--- config.mk ---
export PLATFORM = sky130hd
export DESIGN_NAME = m68k_flag_write_mask_lookahead_core
export DESIGN_NICKNAME = d
export VERILOG_FILES = /design/src/design/mfwl_pkg.sv /design/src/design/m68k_flag_write_mask_lookahead_core.sv
export SDC_FILE = /design/constraint.sdc
export NUM_CORES = 1
export LEC_CHECK = 0
export BUFFER_PORTS_ARGS = -buffer_cell sky130_fd_sc_hd__buf_2
export CORE_MARGIN = 3
export CORE_UTILIZATION = 35
export CTS_CLUSTER_SIZE = 25
export DETAILED_ROUTE_END_ITERATION = 12
export PLACE_DENSITY_LB_ADDON = 0.2
export SYNTH_ARGS = -nofsm -noshare
export SYNTH_HDL_FRONTEND = slang
export SYNTH_SLANG_ARGS = --single-unit
export TNS_END_PERCENT = 50
--- constraint.sdc ---
create_clock -name i_clk -period 5.4 [get_ports i_clk]
set_input_delay 0.54 -clock i_clk [delete_from_list [all_inputs] [get_ports i_clk]]
set_output_delay 0.54 -clock i_clk [all_outputs]
set_load 0.01 [all_outputs]
--- src/design/mfwl_pkg.sv ---
// Package for the 68k flag-write lookahead core.
// Holds the opcode decode table, lookahead phase codes and extension-word helpers.
// No dependencies.
package mfwl_pkg;

    typedef enum logic [2:0] {
        PH_IDLE   = 3'd0,
        PH_NEXTOP = 3'd1,
        PH_BRIEF  = 3'd2,
        PH_BR16   = 3'd3,
        PH_BR32HI = 3'd4,
        PH_BR32LO = 3'd5
    } t_phase;

    typedef enum logic [2:0] {
        K_EA     = 3'd0,
        K_MOVEA  = 3'd1,
        K_ADDA   = 3'd2,
        K_W1     = 3'd3,
        K_W2     = 3'd4,
        K_W3     = 3'd5,
        K_BRANCH = 3'd6
    } t_handler;

    // Action code: bit 5 set means flag-neutral, bits 2..0 pick the handler.
    // Otherwise bits 4..0 are the flag mask that the instruction writes.
    localparam logic [5:0] A_F4     = 6'd15;
    localparam logic [5:0] A_F5     = 6'd31;
    localparam logic [5:0] A_EA     = 6'd32;
    localparam logic [5:0] A_MOVEA  = 6'd33;
    localparam logic [5:0] A_ADDA   = 6'd34;
    localparam logic [5:0] A_W1     = 6'd35;
    localparam logic [5:0] A_W2     = 6'd36;
    localparam logic [5:0] A_W3     = 6'd37;
    localparam logic [5:0] A_BRANCH = 6'd38;

    typedef struct packed {
        logic [3:0]  line;
        logic [15:0] mask;
        logic [15:0] match;
        logic [5:0]  act;
    } t_entry;

    localparam int TABLE_LEN = 95;

    localparam t_entry DECODE_TABLE [TABLE_LEN] = '{
        '{4'd0,16'hffbf,16'h003c,6'd0},'{4'd0,16'hff00,16'h0000,A_F4},
        '{4'd0,16'hffbf,16'h023c,6'd0},'{4'd0,16'hf9c0,16'h00c0,A_F4},
        '{4'd0,16'hff00,16'h0200,A_F4},'{4'd0,16'hff00,16'h0400,A_F5},
        '{4'd0,16'hffc0,16'h06c0,6'd0},'{4'd0,16'hff00,16'h0600,A_F5},
        '{4'd0,16'hffbf,16'h0a3c,6'd0},'{4'd0,16'hff00,16'h0a00,A_F4},
        '{4'd0,16'hff00,16'h0c00,A_F4},'{4'd0,16'hff00,16'h0800,6'd4},
        '{4'd0,16'hf9c0,16'h08c0,A_F4},'{4'd0,16'hf100,16'h0100,6'd4},
        '{4'd1,16'hc1c0,16'h0040,A_MOVEA},'{4'd1,16'hc000,16'h0000,A_F4},
        '{4'd2,16'hc1c0,16'h0040,A_MOVEA},'{4'd2,16'hc000,16'h0000,A_F4},
        '{4'd3,16'hc1c0,16'h0040,A_MOVEA},'{4'd3,16'hc000,16'h0000,A_F4},
        '{4'd4,16'hfdc0,16'h40c0,6'd0},'{4'd4,16'hff00,16'h4000,A_F5},
        '{4'd4,16'hff00,16'h4200,A_F4},'{4'd4,16'hffc0,16'h44c0,A_F5},
        '{4'd4,16'hff00,16'h4400,A_F5},'{4'd4,16'hffc0,16'h46c0,A_F5},
        '{4'd4,16'hff00,16'h4600,A_F4},'{4'd4,16'hfeb8,16'h4880,A_F4},
        '{4'd4,16'hfff8,16'h4808,A_W3},'{4'd4,16'hffc0,16'h4800,A_F5},
        '{4'd4,16'hfff8,16'h4840,A_F4},'{4'd4,16'hfff8,16'h4848,6'd0},
        '{4'd4,16'hffc0,16'h4840,A_EA},'{4'd4,16'hffff,16'h4afc,6'd0},
        '{4'd4,16'hff00,16'h4a00,A_F4},'{4'd4,16'hff80,16'h4c00,A_F4},
        '{4'd4,16'hfff0,16'h4e40,6'd0},'{4'd4,16'hfff8,16'h4e50,A_W2},
        '{4'd4,16'hfff8,16'h4e58,A_W1},'{4'd4,16'hfff0,16'h4e60,6'd0},
        '{4'd4,16'hffff,16'h4e70,6'd0},'{4'd4,16'hffff,16'h4e71,A_W1},
        '{4'd4,16'hffff,16'h4e72,A_F5},'{4'd4,16'hffff,16'h4e73,A_F5},
        '{4'd4,16'hffff,16'h4e74,6'd0},'{4'd4,16'hffff,16'h4e75,6'd0},
        '{4'd4,16'hffff,16'h4e76,6'd0},'{4'd4,16'hffff,16'h4e77,A_F5},
        '{4'd4,16'hfffe,16'h4e7a,6'd0},'{4'd4,16'hffc0,16'h4e80,6'd0},
        '{4'd4,16'hffc0,16'h4ec0,6'd0},'{4'd4,16'hfb80,16'h4880,A_W2},
        '{4'd4,16'hf1c0,16'h41c0,A_EA},'{4'd4,16'hf140,16'h4100,6'd0},
        '{4'd5,16'hf0c0,16'h50c0,6'd0},'{4'd5,16'hf038,16'h5008,A_W1},
        '{4'd5,16'hf000,16'h5000,A_F5},
        '{4'd6,16'hfe00,16'h6000,A_BRANCH},'{4'd6,16'hf000,16'h6000,6'd0},
        '{4'd7,16'hf000,16'h7000,A_F4},
        '{4'd8,16'hf1c0,16'h80c0,A_F4},'{4'd8,16'hf1f0,16'h8100,A_F5},
        '{4'd8,16'hf1f0,16'h8140,6'd0},'{4'd8,16'hf1f0,16'h8180,6'd0},
        '{4'd8,16'hf1c0,16'h81c0,A_F4},'{4'd8,16'hf000,16'h8000,A_F4},
        '{4'd9,16'hf0c0,16'h90c0,A_ADDA},'{4'd9,16'hf130,16'h9100,A_F4},
        '{4'd9,16'hf000,16'h9000,A_F5},
        '{4'd11,16'hf000,16'hb000,A_F4},
        '{4'd12,16'hf1c0,16'hc0c0,A_F4},'{4'd12,16'hf1f0,16'hc100,A_F5},
        '{4'd12,16'hf1c0,16'hc1c0,A_F4},'{4'd12,16'hf1f0,16'hc140,A_W1},
        '{4'd12,16'hf1f0,16'hc180,A_W1},'{4'd12,16'hf000,16'hc000,A_F4},
        '{4'd13,16'hf0c0,16'hd0c0,A_ADDA},'{4'd13,16'hf130,16'hd100,A_F4},
        '{4'd13,16'hf000,16'hd000,A_F5},
        '{4'd14,16'hfec0,16'he0c0,A_F5},'{4'd14,16'hfec0,16'he2c0,A_F5},
        '{4'd14,16'hfec0,16'he4c0,A_F4},'{4'd14,16'hfec0,16'he6c0,A_F4},
        '{4'd14,16'hffc0,16'he8c0,A_F4},'{4'd14,16'hffc0,16'he9c0,A_F4},
        '{4'd14,16'hffc0,16'heac0,A_F4},'{4'd14,16'hffc0,16'hebc0,A_F4},
        '{4'd14,16'hffc0,16'hecc0,A_F4},'{4'd14,16'hffc0,16'hedc0,A_F4},
        '{4'd14,16'hffc0,16'heec0,A_F4},'{4'd14,16'hffc0,16'hefc0,A_F4},
        '{4'd14,16'hf018,16'he000,A_F5},'{4'd14,16'hf018,16'he008,A_F5},
        '{4'd14,16'hf018,16'he010,A_F4},'{4'd14,16'hf018,16'he018,A_F4}
    };

    // First matching entry wins; scanning from the end lets earlier hits override.
    function automatic logic [5:0] decode_act(input logic [15:0] w);
        logic [5:0] act;
        act = 6'd0;
        for (int i = TABLE_LEN - 1; i >= 0; i--) begin
            if (DECODE_TABLE[i].line == w[15:12] &&
                (w & DECODE_TABLE[i].mask) == DECODE_TABLE[i].match) begin
                act = DECODE_TABLE[i].act;
            end
        end
        return act;
    endfunction

    // Instruction length in words: the opcode plus its source extension words.
    // imm_bytes is 0, 2 or 4 and only matters for the immediate mode.
    function automatic logic [2:0] ea_words(input logic [15:0] opcode,
                                            input logic [15:0] brief,
                                            input logic [2:0]  imm_bytes);
        logic [2:0] n;
        logic [2:0] mode;
        logic [2:0] rg;
        mode = opcode[5:3];
        rg   = opcode[2:0];
        n    = 3'd1;
        if (mode == 3'd5) begin
            n = 3'd2;
        end else if (mode == 3'd6 || (mode == 3'd7 && rg == 3'd3)) begin
            n = 3'd2;
            if (brief[1:0] == 2'd2) n = n + 3'd1;
            else if (brief[1:0] == 2'd3) n = n + 3'd2;
            if (brief[5:4] == 2'd2) n = n + 3'd1;
            else if (brief[5:4] == 2'd3) n = n + 3'd2;
        end else if (mode == 3'd7) begin
            if (rg == 3'd0 || rg == 3'd2) n = 3'd2;
            else if (rg == 3'd1) n = 3'd3;
            else if (rg == 3'd4) begin
                if (imm_bytes == 3'd4) n = 3'd3;
                else if (imm_bytes != 3'd0) n = 3'd2;
            end
        end
        return n;
    endfunction

endpackage

--- src/design/m68k_flag_write_mask_lookahead_core.sv ---
// Top level of the 68k flag-write lookahead core.
// Decodes one instruction word per item and tracks the lookahead walk.
// Depends on mfwl_pkg.
//
// Usage: the host starts a query by sending an item with i_op = 0 and the
// opcode word at offset 0. Each accepted item produces exactly one result
// item. A result with o_kind = 0 asks for the word at byte offset
// o_fetch_offset (relative to the start instruction, modulo 2^32); the host
// answers with an item carrying i_op = 1 and that word. A result with
// o_kind = 1 carries the final o_flag_mask (bit 0 C up to bit 4 X).
// An item with i_op = 0 drops any query in progress.
//
// The result of an item is held in the output register from the edge after it is
// accepted. Throughput is one item per cycle while the receiver does not stall; the
// table match and the offset add sit between the walk state and the output
// register, so the state is ready for the next word at the next edge.
// When the receiver stalls, the output register holds its item and o_in_stall
// rises, so no new item is taken until the waiting result moves on.
//
// Reset clears the walk state to idle and sets max_depth back to 4. The user must
// set max_depth (i_cfg_wr_en, i_cfg_wr_data) only while the core is idle; unchecked.
module m68k_flag_write_mask_lookahead_core (
    input  logic        i_clk,
    input  logic        i_rst_n,
    input  logic        i_cfg_wr_en,
    input  logic [3:0]  i_cfg_wr_data,
    input  logic        i_in_valid,
    output logic        o_in_stall,
    input  logic        i_op,
    input  logic [15:0] i_word,
    output logic        o_out_valid,
    input  logic        i_out_stall,
    output logic        o_kind,
    output logic signed [31:0] o_fetch_offset,
    output logic [4:0]  o_flag_mask
);
    import mfwl_pkg::*;

    logic [3:0]  r_max_depth;
    t_phase      r_phase, n_phase;
    logic [31:0] r_cursor, n_cursor;
    logic [3:0]  r_nest, n_nest;
    logic [15:0] r_opcode, n_opcode;
    logic [15:0] r_disp_high, n_disp_high;

    logic        r_out_valid;
    logic        r_kind, n_kind;
    logic [31:0] r_fetch, n_fetch;
    logic [4:0]  r_mask, n_mask;

    logic        accept;
    logic [5:0]  act;
    logic [7:0]  low;
    logic        do_dispatch;
    logic        top;
    logic        go;
    logic [31:0] go_base;
    logic [31:0] go_bytes;
    logic [2:0]  imm;
    logic        ea_path;
    logic [31:0] base;

    // A new item may enter unless a result is still waiting and stalled.
    assign o_in_stall = r_out_valid & i_out_stall;
    assign accept     = i_in_valid & ~o_in_stall;
    assign act        = decode_act(i_word);
    assign low        = i_word[7:0];

    always_comb begin
        n_phase     = r_phase;
        n_cursor    = r_cursor;
        n_nest      = r_nest;
        n_opcode    = r_opcode;
        n_disp_high = r_disp_high;
        n_kind      = 1'b1;
        n_fetch     = 32'd0;
        n_mask      = 5'd0;
        do_dispatch = 1'b0;
        top         = 1'b0;
        go          = 1'b0;
        go_base     = r_cursor;
        go_bytes    = 32'd0;
        imm         = 3'd0;
        ea_path     = 1'b0;
        base        = r_cursor;

        if (!i_op) begin
            do_dispatch = 1'b1;
            top         = 1'b1;
            base        = 32'd0;
            n_cursor    = 32'd0;
            n_nest      = 4'd0;
        end else begin
            unique case (r_phase)
                PH_NEXTOP: begin
                    do_dispatch = 1'b1;
                end
                PH_BRIEF: begin
                    go       = 1'b1;
                    go_bytes = {28'd0, ea_words(r_opcode, i_word, 3'd0), 1'b0};
                end
                PH_BR16: begin
                    go       = 1'b1;
                    go_bytes = {{16{i_word[15]}}, i_word};
                end
                PH_BR32HI: begin
                    n_disp_high = i_word;
                    n_phase     = PH_BR32LO;
                    n_kind      = 1'b0;
                    n_fetch     = r_cursor + 32'd2;
                end
                PH_BR32LO: begin
                    go       = 1'b1;
                    go_bytes = {r_disp_high, i_word};
                end
                default: begin
                    n_phase = PH_IDLE;
                end
            endcase
        end

        if (do_dispatch) begin
            go_base = base;
            if (!act[5]) begin
                n_mask  = act[4:0];
                n_phase = PH_IDLE;
            end else if (!top && r_nest >= r_max_depth) begin
                n_phase = PH_IDLE;
            end else begin
                if (!top) n_nest = r_nest + 4'd1;
                n_opcode = i_word;
                unique case (t_handler'(act[2:0]))
                    K_W1: begin
                        go = 1'b1; go_bytes = 32'd2;
                    end
                    K_W2: begin
                        go = 1'b1; go_bytes = 32'd4;
                    end
                    K_W3: begin
                        go = 1'b1; go_bytes = 32'd6;
                    end
                    K_BRANCH: begin
                        // The displacement is relative to the word after the opcode.
                        n_cursor = base + 32'd2;
                        go_base  = base + 32'd2;
                        if (low == 8'h00) begin
                            n_phase = PH_BR16;
                            n_kind  = 1'b0;
                            n_fetch = base + 32'd2;
                        end else if (low == 8'hff) begin
                            n_phase = PH_BR32HI;
                            n_kind  = 1'b0;
                            n_fetch = base + 32'd2;
                        end else begin
                            go       = 1'b1;
                            go_bytes = {{24{low[7]}}, low};
                        end
                    end
                    K_MOVEA: begin
                        if (i_word[13:12] == 2'b11) begin
                            imm = 3'd2; ea_path = 1'b1;
                        end else if (i_word[13:12] == 2'b10) begin
                            imm = 3'd4; ea_path = 1'b1;
                        end else begin
                            n_phase = PH_IDLE;
                        end
                    end
                    K_ADDA: begin
                        if (i_word[8:6] == 3'b011) begin
                            imm = 3'd2; ea_path = 1'b1;
                        end else if (i_word[8:6] == 3'b111) begin
                            imm = 3'd4; ea_path = 1'b1;
                        end else begin
                            n_phase = PH_IDLE;
                        end
                    end
                    K_EA: begin
                        ea_path = 1'b1;
                    end
                    default: begin
                        ea_path = 1'b1;
                    end
                endcase
                if (ea_path) begin
                    if (i_word[5:3] == 3'd6 || (i_word[5:3] == 3'd7 && i_word[2:0] == 3'd3))
                    begin
                        // Indexed modes need the brief word before the length is known.
                        n_cursor = base;
                        n_phase  = PH_BRIEF;
                        n_kind   = 1'b0;
                        n_fetch  = base + 32'd2;
                    end else begin
                        go       = 1'b1;
                        go_bytes = {28'd0, ea_words(i_word, 16'd0, imm), 1'b0};
                    end
                end
            end
        end

        if (go) begin
            n_cursor = go_base + go_bytes;
            n_phase  = PH_NEXTOP;
            n_kind   = 1'b0;
            n_fetch  = go_base + go_bytes;
        end
    end

    always_ff @(posedge i_clk) begin
        if (!i_rst_n) begin
            r_max_depth <= 4'd4;
            r_phase     <= PH_IDLE;
            r_cursor    <= 32'd0;
            r_nest      <= 4'd0;
            r_opcode    <= 16'd0;
            r_disp_high <= 16'd0;
            r_out_valid <= 1'b0;
        end else begin
            if (i_cfg_wr_en) r_max_depth <= i_cfg_wr_data;
            if (accept) begin
                r_phase     <= n_phase;
                r_cursor    <= n_cursor;
                r_nest      <= n_nest;
                r_opcode    <= n_opcode;
                r_disp_high <= n_disp_high;
                r_out_valid <= 1'b1;
            end else if (!i_out_stall) begin
                r_out_valid <= 1'b0;
            end
        end
    end

    always_ff @(posedge i_clk) begin
        if (accept) begin
            r_kind  <= n_kind;
            r_fetch <= n_fetch;
            r_mask  <= n_mask;
        end
    end

    assign o_out_valid    = r_out_valid;
    assign o_kind         = r_kind;
    assign o_fetch_offset = r_fetch;
    assign o_flag_mask    = r_mask;

    // A final result never carries an offset, and a request never carries flags.
    a_final_no_offset: assert property (@(posedge i_clk) disable iff (!i_rst_n)
        o_out_valid && o_kind |-> o_fetch_offset == 32'sd0)
        else $error("final result with nonzero offset");
    a_request_no_mask: assert property (@(posedge i_clk) disable iff (!i_rst_n)
        o_out_valid && !o_kind |-> o_flag_mask == 5'd0)
        else $error("fetch request with nonzero mask");
    // After a final result the walk is idle until the next item.
    a_final_idle: assert property (@(posedge i_clk) disable iff (!i_rst_n)
        accept && n_kind |=> r_phase == PH_IDLE)
        else $error("walk not idle after final result");
    // A stalled result is held, not overwritten.
    a_hold: assert property (@(posedge i_clk) disable iff (!i_rst_n)
        o_out_valid && i_out_stall |=> o_out_valid && $stable(o_fetch_offset))
        else $error("stalled result changed");

endmodule
==> results_dict.tcl, run 1 <==
set metrics [dict create \
    outcome "finished, final reports clean" \
    gr-usage-all-layers_pct 25.1 \
    clk_pin_slew_worst_paths_ns 0.08 \
    diodes 0 \
    tightest_slew_ns 1.13 \
    yosys.area_share.simple_pct 26.4 \
    drv_cap 0 \
    multiInputGateArea_mm2 0.00694 \
    path_buf_inv 6 \
    ioPinCount 66 \
    power_uw 2050 \
    holdCritStartpoint "i_cfg_wr_data[2]" \
    timing.rr.start "r_nest[0]" \
    intPower_uw 1400 \
    drtIter0Drc 954 \
    syn_nets 1388 \
    crit_required_ns 5.51 \
    crit_path_top_delay_cell "or3_1" \
    ff_latch_area_mm2 0.00246 \
    synth-edff-count 38 \
    muxShareOfSynthArea_pct 0.416 \
    worst-setup-path-type "input pin to flip-flop" \
    nets 1641 \
    gp_congestion 0.968 \
    vias_per_cell 5.76 \
    synth_compound_area_share_pct 30.4 \
    timing.final.hold_violations 0 \
    clock_latency_ns 0.37 \
    rows 60 \
    synthAdderAreaFrac_pct 5.14 \
    synth_cells 1323 \
    finalCritPeriodShare_pct 99.9 \
    syn_avg_cell_area_um2 7.28 \
    power_leakage_uw 0.00518 \
    postRouteAntennaNets 0 \
    hold_depth 3 \
    worstRegToRegCells 27 \
    globalRoute.totalOverflow 0 \
    cp_top_family "compound AO/OA/AOI/OAI gates" \
    clkPwrFrac_pct 33.6 \
    cts_tree "done" \
    root_buffer "clkbuf_16" \
    crit_top_cell "buf_4" \
    cts_buffer_depth 2 \
    drtPass1Iterations 5 \
    relSlewSlack_pct 24.7 \
    clkSinkCount 104 \
    dp_hpwl_um 28700 \
    initial_core_util_pct 35.6 \
    startpoint_type "input pin" \
    report.final.slew_viol_count 0 \
    power.net_switching_uw 644 \
    syn_to_final_growth_pct 32.0 \
    grt_first_pass_wirelength_um 58600 \
    yosys_most_used_dff "dfxtp_1" \
    detailroute.via_count 11100 \
    drt-total-wl_um 37500 \
    clock.fmax_mhz 185 \
    wl_per_cell_um 19.5 \
    core-area_mm2 0.0270 \
    io_buffer_count 65 \
    most-common-layout-cells "buf_4 (273), nand2_1 (179), a21oi_1 (125), nor2_1 (112), o21ai_0 (92)" \
    die_area_mm2 0.0295 \
    finalSetupViolCount 0 \
    async_flop_share_pct 0 \
    first_global_vias 10600 \
    drt_drc_violations_left 0 \
    grt_max_degree 81 \
    worst-r2r-setup-slack_ns 0.24 \
    die_w_um 172 \
    synth_seq_area_share_pct 25.6 \
    critPathArrivalTime_ns 5.51 \
    nFillCells 2711 \
    powerDensity_mw_per_mm2 161 \
    peakVddDrop_mv 0.170 \
    power.share.combinational_pct 23.3 \
    cts.hold.buffers_added 0 \
    antenna_found_initial 0 \
    layout_commonest_cell "buf_4" \
    hp-class "input pin to flip-flop" \
    max_stage_delay_ns 0.38 \
    yosysWarnings 0 \
    worstSetupEndpointType "flip-flop" \
    drive_gt1_share_pct 27.9 \
    min_to "r_max_depth[2]" \
    synth_top_family_by_area "compound AO/OA/AOI/OAI gates" \
    h-tree-depth 3 \
    synth_cell_types 93 \
    synth_xor_area_share_pct 6.27 \
    critical_path.max_fanout 8 \
    seqPwrFrac_pct 43.1 \
    reg2reg_to "o_fetch_offset[31]" \
    die_h_um 172 \
    netlist_area_mm2 0.00963 \
    cts_buffers 9 \
    fin_hold_ws_ns 0.385 \
    ys_ff_latch 104 \
    rsz0062_at_grt "true" \
    fin_skew_ns 0.0115 \
    post-route-min-period_ns 5.39 \
    switching_share_pct 31.5 \
]
power by group through the flow:
stage	sequential [uW]	clock, uW	combinational (uW)
after detailed placement	898	0	435
after floorplan	890	0	246
after global placement	897	0	435
after CTS	880	701	442
final	881	688	476
after global routing	887	732	516
registers in the layout, indices dropped and copies added, names as in the netlist:
name / count
r_nest: 4
r_phase: 3
o_fetch_offset: 32
o_flag_mask: 5
r_max_depth: 4
r_cursor: 32
r_disp_high: 16
r_opcode: 6
o_kind: 1
o_out_valid: 1
cell type report:
cell class	count	area share [%]
clock inverters	6	0.384
clock buffers	10	1.97
multi-input cells	1089	54.6
flip-flops and latches	104	19.4
inverters	30	0.895
repair buffers	342	19.5
well taps	341	3.35
cells by family after synthesis:
| family | Yosys count |
|---|---|
| and+or+nand+nor | 521 |
| AOI/OAI and AO/OA | 456 |
| buffers and inverters | 130 |
| DFF | 104 |
| xor gates and xnor gates | 69 |
| adders and majority gates | 39 |
| muxes | 4 |
how the worst max path moves through the flow:
stage                from            endpoint  slack [ns]  cells past startpoint
4_1_cts         r_nest[0]  o_fetch_offset[31]      -0.007                     27
3_5_place_dp   i_word[12]  o_fetch_offset[31]       -0.85                     27
3_3_place_gp    i_word[8]  o_fetch_offset[31]       -0.81                     26
2_1_floorplan   i_word[9]  o_fetch_offset[31]       0.003                     25
6_report       i_word[12]  o_fetch_offset[30]       0.006                     27
5_1_grt        i_word[12]  o_fetch_offset[30]       -0.21                     26
timing repair:
| item | CTS | global route |
|---|---|---|
| setup buffers | 5 | 15 |
| pin swaps | 9 | 47 |
| gates resized for setup | 19 | 61 |
| setup endpoints to repair | 22 | 24 |
stage by stage:
step / instance area, um^2 / setup slack [ns] / setup TNS, ns / std cells / util (%)
after floorplan: 9680 / 0.00344 / 0 / 1323 / -
after global placement: 11900 / -0.808 / -13.82 / 1887 / 44.2
after detailed placement: 11900 / -0.846 / -16.07 / 1887 / 44.2
after CTS: 12400 / -0.00741 / -0.00741 / 1908 / 45.7
after global routing: 12700 / -0.206 / -1.23 / 1922 / 47.1
final: 12700 / 0.00562 / 0 / 1922 / 47.1
metal layers:
layer  GRT usage, %  vias up  wire length [um]
li1               -     5376                 -
met3           2.67       72              1970
met2           41.0      365             17400
met4           9.65        0              1310
met5              0        -                 0
met1           34.2     5249             16800
worst register-to-register path, cell delays in order, from the launching register on:
cell and delay (ns):
dfxtp_1 0.36, inv_1 0.05, ha_1 0.26, nand2b_1 0.14
a21o_1 0.18, a21o_1 0.19, a21oi_2 0.24, o21ai_1 0.19
nor2_2 0.20, buf_4 0.18, buf_4 0.12, buf_4 0.12
nand3_1 0.08, xor2_1 0.16, nor2_1 0.22, ha_1 0.29
o21a_1 0.11, o21ai_0 0.13, nand2b_1 0.09, and2_1 0.18
a2111oi_2 0.35, buf_4 0.18, o21ai_4 0.08, a211oi_2 0.25
o211ai_1 0.13, and2_1 0.16, xnor2_1 0.13, o221ai_1 0.13
cell usage after synthesis, types with 19 or more instances:
cell | instances | area [um^2]
a31oi_1 | 29 | 181
inv_1 | 28 | 105
nand4_1 | 19 | 119
edfxtp_1 | 38 | 1140
nor2_1 | 117 | 439
buf_2 | 24 | 120
nand3_1 | 36 | 180
nor2b_1 | 19 | 119
dfxtp_1 | 66 | 1320
xor2_1 | 25 | 219
and3_1 | 20 | 125
nor3_1 | 34 | 170
nand2b_1 | 19 | 119
o21ai_0 | 102 | 510
xnor2_1 | 44 | 385
nand2_1 | 181 | 679
clkbuf_1 | 64 | 240
a21oi_1 | 136 | 681
ha_1 | 38 | 475
(Power assumes the default switching activity.)
==> run 2, diff against run 1 <==
- PLACE_DENSITY: unset -> 0.55
- PLACE_DENSITY_LB_ADDON: 0.2 -> unset
==> run 2 against run 1 <==
  * Register-to-register slack worse by 0.05 ns
  * Hold slack better by 0.0012 ns
  * Sequential share of layout area down 0.32 points
  * First-iteration DRC count down 13%
  * Highest routed layer unchanged
==> results_dict.tcl, run 2 (synthesized netlist as in run 1, its figures left out) <==
set metrics [dict create \
    nets 1652 \
    root_buffer "clkbuf_16" \
    finalCritPeriodShare_pct 98.1 \
    antenna_found_initial 0 \
    setup_tns_ns 0 \
    drtPass1Iterations 5 \
    critPathArrivalTime_ns 5.39 \
    holdCritStartpoint "i_cfg_wr_data[2]" \
    peakVddDrop_mv 0.143 \
    cts_buffers 9 \
    final_util_pct 47.9 \
    startpoint_type "input pin" \
    syn_to_final_growth_pct 34.3 \
    ioPinCount 66 \
    power.net_switching_uw 641 \
    most-common-layout-cells "buf_4 (280), nand2_1 (178), a21oi_1 (127), nor2_1 (104), o21ai_0 (93)" \
    h-tree-depth 3 \
    drt_drc_violations_left 0 \
    first_global_vias 10600 \
    drt-total-wl_um 37500 \
    timing.rr.start "r_nest[0]" \
    clkPwrFrac_pct 32.7 \
    die_area_mm2 0.0295 \
    gr-usage-all-layers_pct 25.0 \
    initial_core_util_pct 35.6 \
    relSlewSlack_pct 21.7 \
    clk_pin_slew_worst_paths_ns 0.08 \
    worstSetupEndpointType "flip-flop" \
    core-area_mm2 0.0270 \
    outcome "finished, final reports clean" \
    seqPwrFrac_pct 43.2 \
    cts_tree "done" \
    drive_gt1_share_pct 29.5 \
    diodes 0 \
    grt_first_pass_wirelength_um 58800 \
    report.final.slew_viol_count 0 \
    die_h_um 172 \
    setup_ws_ns 0.104 \
    cts_buffer_depth 2 \
    vias_per_cell 5.73 \
    powerDensity_mw_per_mm2 157 \
    drv_cap 0 \
    dp_hpwl_um 28700 \
    hp-class "input pin to flip-flop" \
    intPower_uw 1390 \
    finalSetupViolCount 0 \
    power.share.combinational_pct 24.1 \
    rows 60 \
    wl_per_cell_um 19.4 \
    io_buffer_count 65 \
    ff_latch_area_mm2 0.00246 \
    critical_path.max_fanout 8 \
    postRouteAntennaNets 0 \
    drtIter0Drc 830 \
    rsz0062_at_grt "true" \
    gp_congestion 0.964 \
    tightest_slew_ns 1.17 \
    grt_max_degree 41 \
    clkSinkCount 104 \
    timing.final.hold_violations 0 \
    globalRoute.totalOverflow 0 \
    crit_required_ns 5.49 \
    fin_hold_ws_ns 0.386 \
    multiInputGateArea_mm2 0.00705 \
    power_leakage_uw 0.00528 \
    clock_latency_ns 0.36 \
    post-route-min-period_ns 5.30 \
    die_w_um 172 \
    detailroute.via_count 11100 \
    worst-setup-path-type "input pin to flip-flop" \
    dp_slack_ns -0.751 \
    startpoint "i_word[10]" \
    fin_skew_ns 0.0135 \
    clock.fmax_mhz 189 \
    layout_commonest_cell "buf_4" \
    switching_share_pct 31.5 \
    nFillCells 2754 \
]
==> run 2: timing repair <==
| item | in CTS | in global routing |
|---|---|---|
| setup endpoints to repair | 15 | 24 |
| gates resized for setup | 27 | 83 |
| buffers inserted | 3 | 19 |
| hold buffers | 0 | 0 |
| endpoints found under the hold margin | 0 | 0 |
| pin swaps | 9 | 51 |
==> run 2: final cells by class <==
| cell class | instances | area share, % |
|---|---|---|
| Multi-Input combinational cell | 1089 | 54.5 |
| Sequential cell | 104 | 19.0 |
| Inverter | 30 | 0.880 |
| Tap cell | 341 | 3.30 |
| Clock buffer | 10 | 1.85 |
| Timing Repair Buffer | 353 | 20.1 |
| Clock inverter | 6 | 0.368 |
==> run 2: final timing paths <==
path / end / depth (start not counted) / slack, ns
max: o_fetch_offset[31] / 25 / 0.10
min: r_max_depth[2] / 3 / 0.39
max reg2reg: o_fetch_offset[31] / 27 / 0.19
min reg2reg: r_disp_high[14] / 2 / 0.46
==> run 2: power groups by stage <==
stage | clock (uW) | combinational [uW] | sequential, uW
final | 666 | 491 | 879
after CTS | 679 | 447 | 878
after global placement | 0 | 440 | 895
after detailed placement | 0 | 441 | 896
after floorplan | 0 | 246 | 890
after global routing | 704 | 532 | 884
==> run 2: metrics by stage <==
stage,cells,instance area [um^2],power (uW)
after floorplan,1323,9680,1140
after global placement,1895,12000,1330
after global routing,1933,12900,2120
after CTS,1914,12400,2000
after detailed placement,1895,12000,1340
final,1933,12900,2040
==> run 2: metal layers <==
metal  GRT usage [%]  share of wire (%)
met2            41.8                 47
met3            2.49                5.6
met5               0                  0
met1            33.3                 44
met4            10.2                3.8
==> run 2: critical path: stages <==
cell and delay [ns]:
buf_2 0.16, buf_12 0.12, nand2b_1 0.23, nor3_4 0.07, nor2b_1 0.14, or4b_4 0.54, a221o_2 0.49, nor2_2 0.15
buf_6 0.17, buf_4 0.15, a21oi_1 0.08, xnor2_1 0.17, nor2_2 0.08, ha_1 0.34, a21oi_2 0.18, nor4b_4 0.24
o21ai_2 0.13, a2111oi_2 0.31, buf_4 0.18, o21ai_4 0.07, a211oi_2 0.24, o211ai_1 0.15, and2_1 0.19, xnor2_1 0.14
o221ai_1 0.11
==> run 3, diff against run 2 <==
- CELL_PAD_IN_SITES_DETAIL_PLACEMENT: unset -> 1
- CELL_PAD_IN_SITES_GLOBAL_PLACEMENT: unset -> 1
- PLACE_DENSITY: 0.55 -> 0.7
==> run 3 against run 2 <==
  * The run now ends with negative setup slack left
  * Clock power grew 4.2%
  * Non-clock buffer count shrank 6
  * Maximum frequency down 3.2%
  * Routed wire length increased by 13%
  * Global-route usage is 2.7 points higher
  * Register-to-register slack hardly changed
  * Via count rose by 3.8%
  * Final cell count shrank 0.31%
  * Flip-flop and latch count did not move
  * Critical path type unchanged
  * Power up 1.1%
  * Sequential share of layout area up 0.17 points
==> results_dict.tcl, run 3 (synthesized netlist as in run 1, its figures left out) <==
set metrics [dict create \
    outcome "finished, violations left" \
    violations "negative setup slack" \
    h-tree-depth 3 \
    cts_buffer_depth 2 \
    clock.fmax_mhz 183 \
    vias_per_cell 5.96 \
    core-area_mm2 0.0270 \
    setup_tns_ns -0.176 \
    fin_hold_ws_ns 0.397 \
    report.final.slew_viol_count 0 \
    detailroute.via_count 11500 \
    layout_commonest_cell "buf_4" \
    rows 60 \
    switching_share_pct 32.1 \
    finalSetupViolCount 4 \
    peakVddDrop_mv 0.156 \
    post-route-min-period_ns 5.47 \
    dp_cells 1901 \
    clkPwrFrac_pct 33.7 \
    nFillCells 3400 \
    gr-usage-all-layers_pct 27.7 \
    ioPinCount 66 \
    drive_gt1_share_pct 28.4 \
    clkSinkCount 104 \
    initial_core_util_pct 35.6 \
    clk_pin_slew_worst_paths_ns 0.09 \
    crit_required_ns 5.54 \
    nets 1646 \
    intPower_uw 1400 \
    rsz0062_at_grt "true" \
    drt-total-wl_um 42400 \
    io_buffer_count 65 \
    wl_per_cell_um 22.0 \
    grt_max_degree 39 \
    relSlewSlack_pct 22.7 \
    timing.final.hold_violations 0 \
    tightest_slew_ns 1.16 \
    critical_path.max_fanout 7 \
    cts.hold.buffers_added 0 \
    cts_tree "done" \
    cts_buffers 9 \
    gp_congestion 0.910 \
    globalRoute.totalOverflow 0 \
    postRouteAntennaNets 0 \
    power.net_switching_uw 660 \
    crit_path_top_delay_cell "a2111oi_4" \
    die_h_um 172 \
    powerDensity_mw_per_mm2 161 \
    syn_to_final_growth_pct 33.1 \
    fin_cells 1927 \
    diodes 0 \
    fin_skew_ns 0.0177 \
    hp-class "input pin to flip-flop" \
    drv_cap 0 \
    finalCritPeriodShare_pct 101 \
    dp_hpwl_um 32400 \
    worst-setup-path-type "input pin to flip-flop" \
    power.share.combinational_pct 23.5 \
    drtPass1Iterations 5 \
    worstSetupEndpointType "flip-flop" \
    seqPwrFrac_pct 42.8 \
    path_buf_inv 6 \
    power_leakage_uw 0.00526 \
    first_global_vias 11600 \
    max_stage_delay_ns 0.41 \
    startpoint_type "input pin" \
    clock_latency_ns 0.38 \
    most-common-layout-cells "buf_4 (275), nand2_1 (179), a21oi_1 (128), nor2_1 (112), o21ai_0 (95)" \
    drt_drc_violations_left 0 \
    critPathArrivalTime_ns 5.61 \
    die_area_mm2 0.0295 \
    cp_top_family "compound AO/OA/AOI/OAI gates" \
    antenna_found_initial 0 \
    die_w_um 172 \
    setup_ws_ns -0.0719 \
    grt_first_pass_wirelength_um 64500 \
    drtIter0Drc 784 \
    root_buffer "clkbuf_16" \
]
[run 3: tightest hold or removal path, stage by stage]
cell and delay, ns:
buf_2 0.08, nand2_1 0.05, o211ai_1 0.06
[run 3: through the flow]
| stage | power [uW] | instance area [um^2] | setup slack, ns | utilization [%] |
|---|---|---|---|---|
| detailed placement | 1350 | 12100 | -0.965 | 44.7 |
| finish | 2060 | 12800 | -0.0719 | 47.4 |
| CTS | 2040 | 12500 | 0.00326 | 46.1 |
| global placement | 1330 | 12100 | -0.840 | 44.7 |
| global route | 2130 | 12800 | -0.315 | 47.4 |
| floorplan | 1140 | 9680 | 0.00344 | - |
[run 3: path summary, 6_finish.rpt]
kind	cells past startpoint	endpoint	from	slack, ns
hold / removal	3	r_max_depth[2]	i_cfg_wr_data[2]	0.40
hold reg to reg	2	r_disp_high[13]	r_disp_high[13]	0.46
setup reg to reg	24	o_fetch_offset[29]	r_nest[0]	0.19
setup / recovery	27	o_fetch_offset[29]	i_word[8]	-0.07
[run 3: area by class of cell]
| cell class | count | area (um^2) | area share (%) |
|---|---|---|---|
| repair buffers | 347 | 2560 | 20.0 |
| inverters | 30 | 114 | 0.888 |
| multi-input cells | 1089 | 6960 | 54.3 |
| clock buffers | 11 | 254 | 1.98 |
| flip-flops and latches | 104 | 2460 | 19.2 |
| clock inverters | 5 | 41.3 | 0.322 |
| well taps | 341 | 427 | 3.33 |
[run 3: per-layer routing]
metal | vias up | routed length [um] | global-route usage [%]
met5 | - | 0 | 0
met4 | 0 | 1450 | 10.2
met3 | 88 | 1750 | 2.51
met2 | 334 | 20800 | 47.6
met1 | 5705 | 18400 | 36.3
li1 | 5367 | - | -
[run 3: power groups by stage]
stage / sequential (uW) / combinational, uW / clock (uW)
after floorplan: 890 / 246 / 0
after global placement: 896 / 439 / 0
after detailed placement: 897 / 449 / 0
after CTS: 880 / 456 / 701
after global routing: 886 / 519 / 730
final: 881 / 484 / 694
[run 3: what timing repair did]
item / in CTS / in global routing
endpoints found under the setup margin: 23 / 21
buffers inserted: 0 / 9
gates resized for setup: 25 / 63
cloned: 0 / 1
pin swaps: 6 / 44
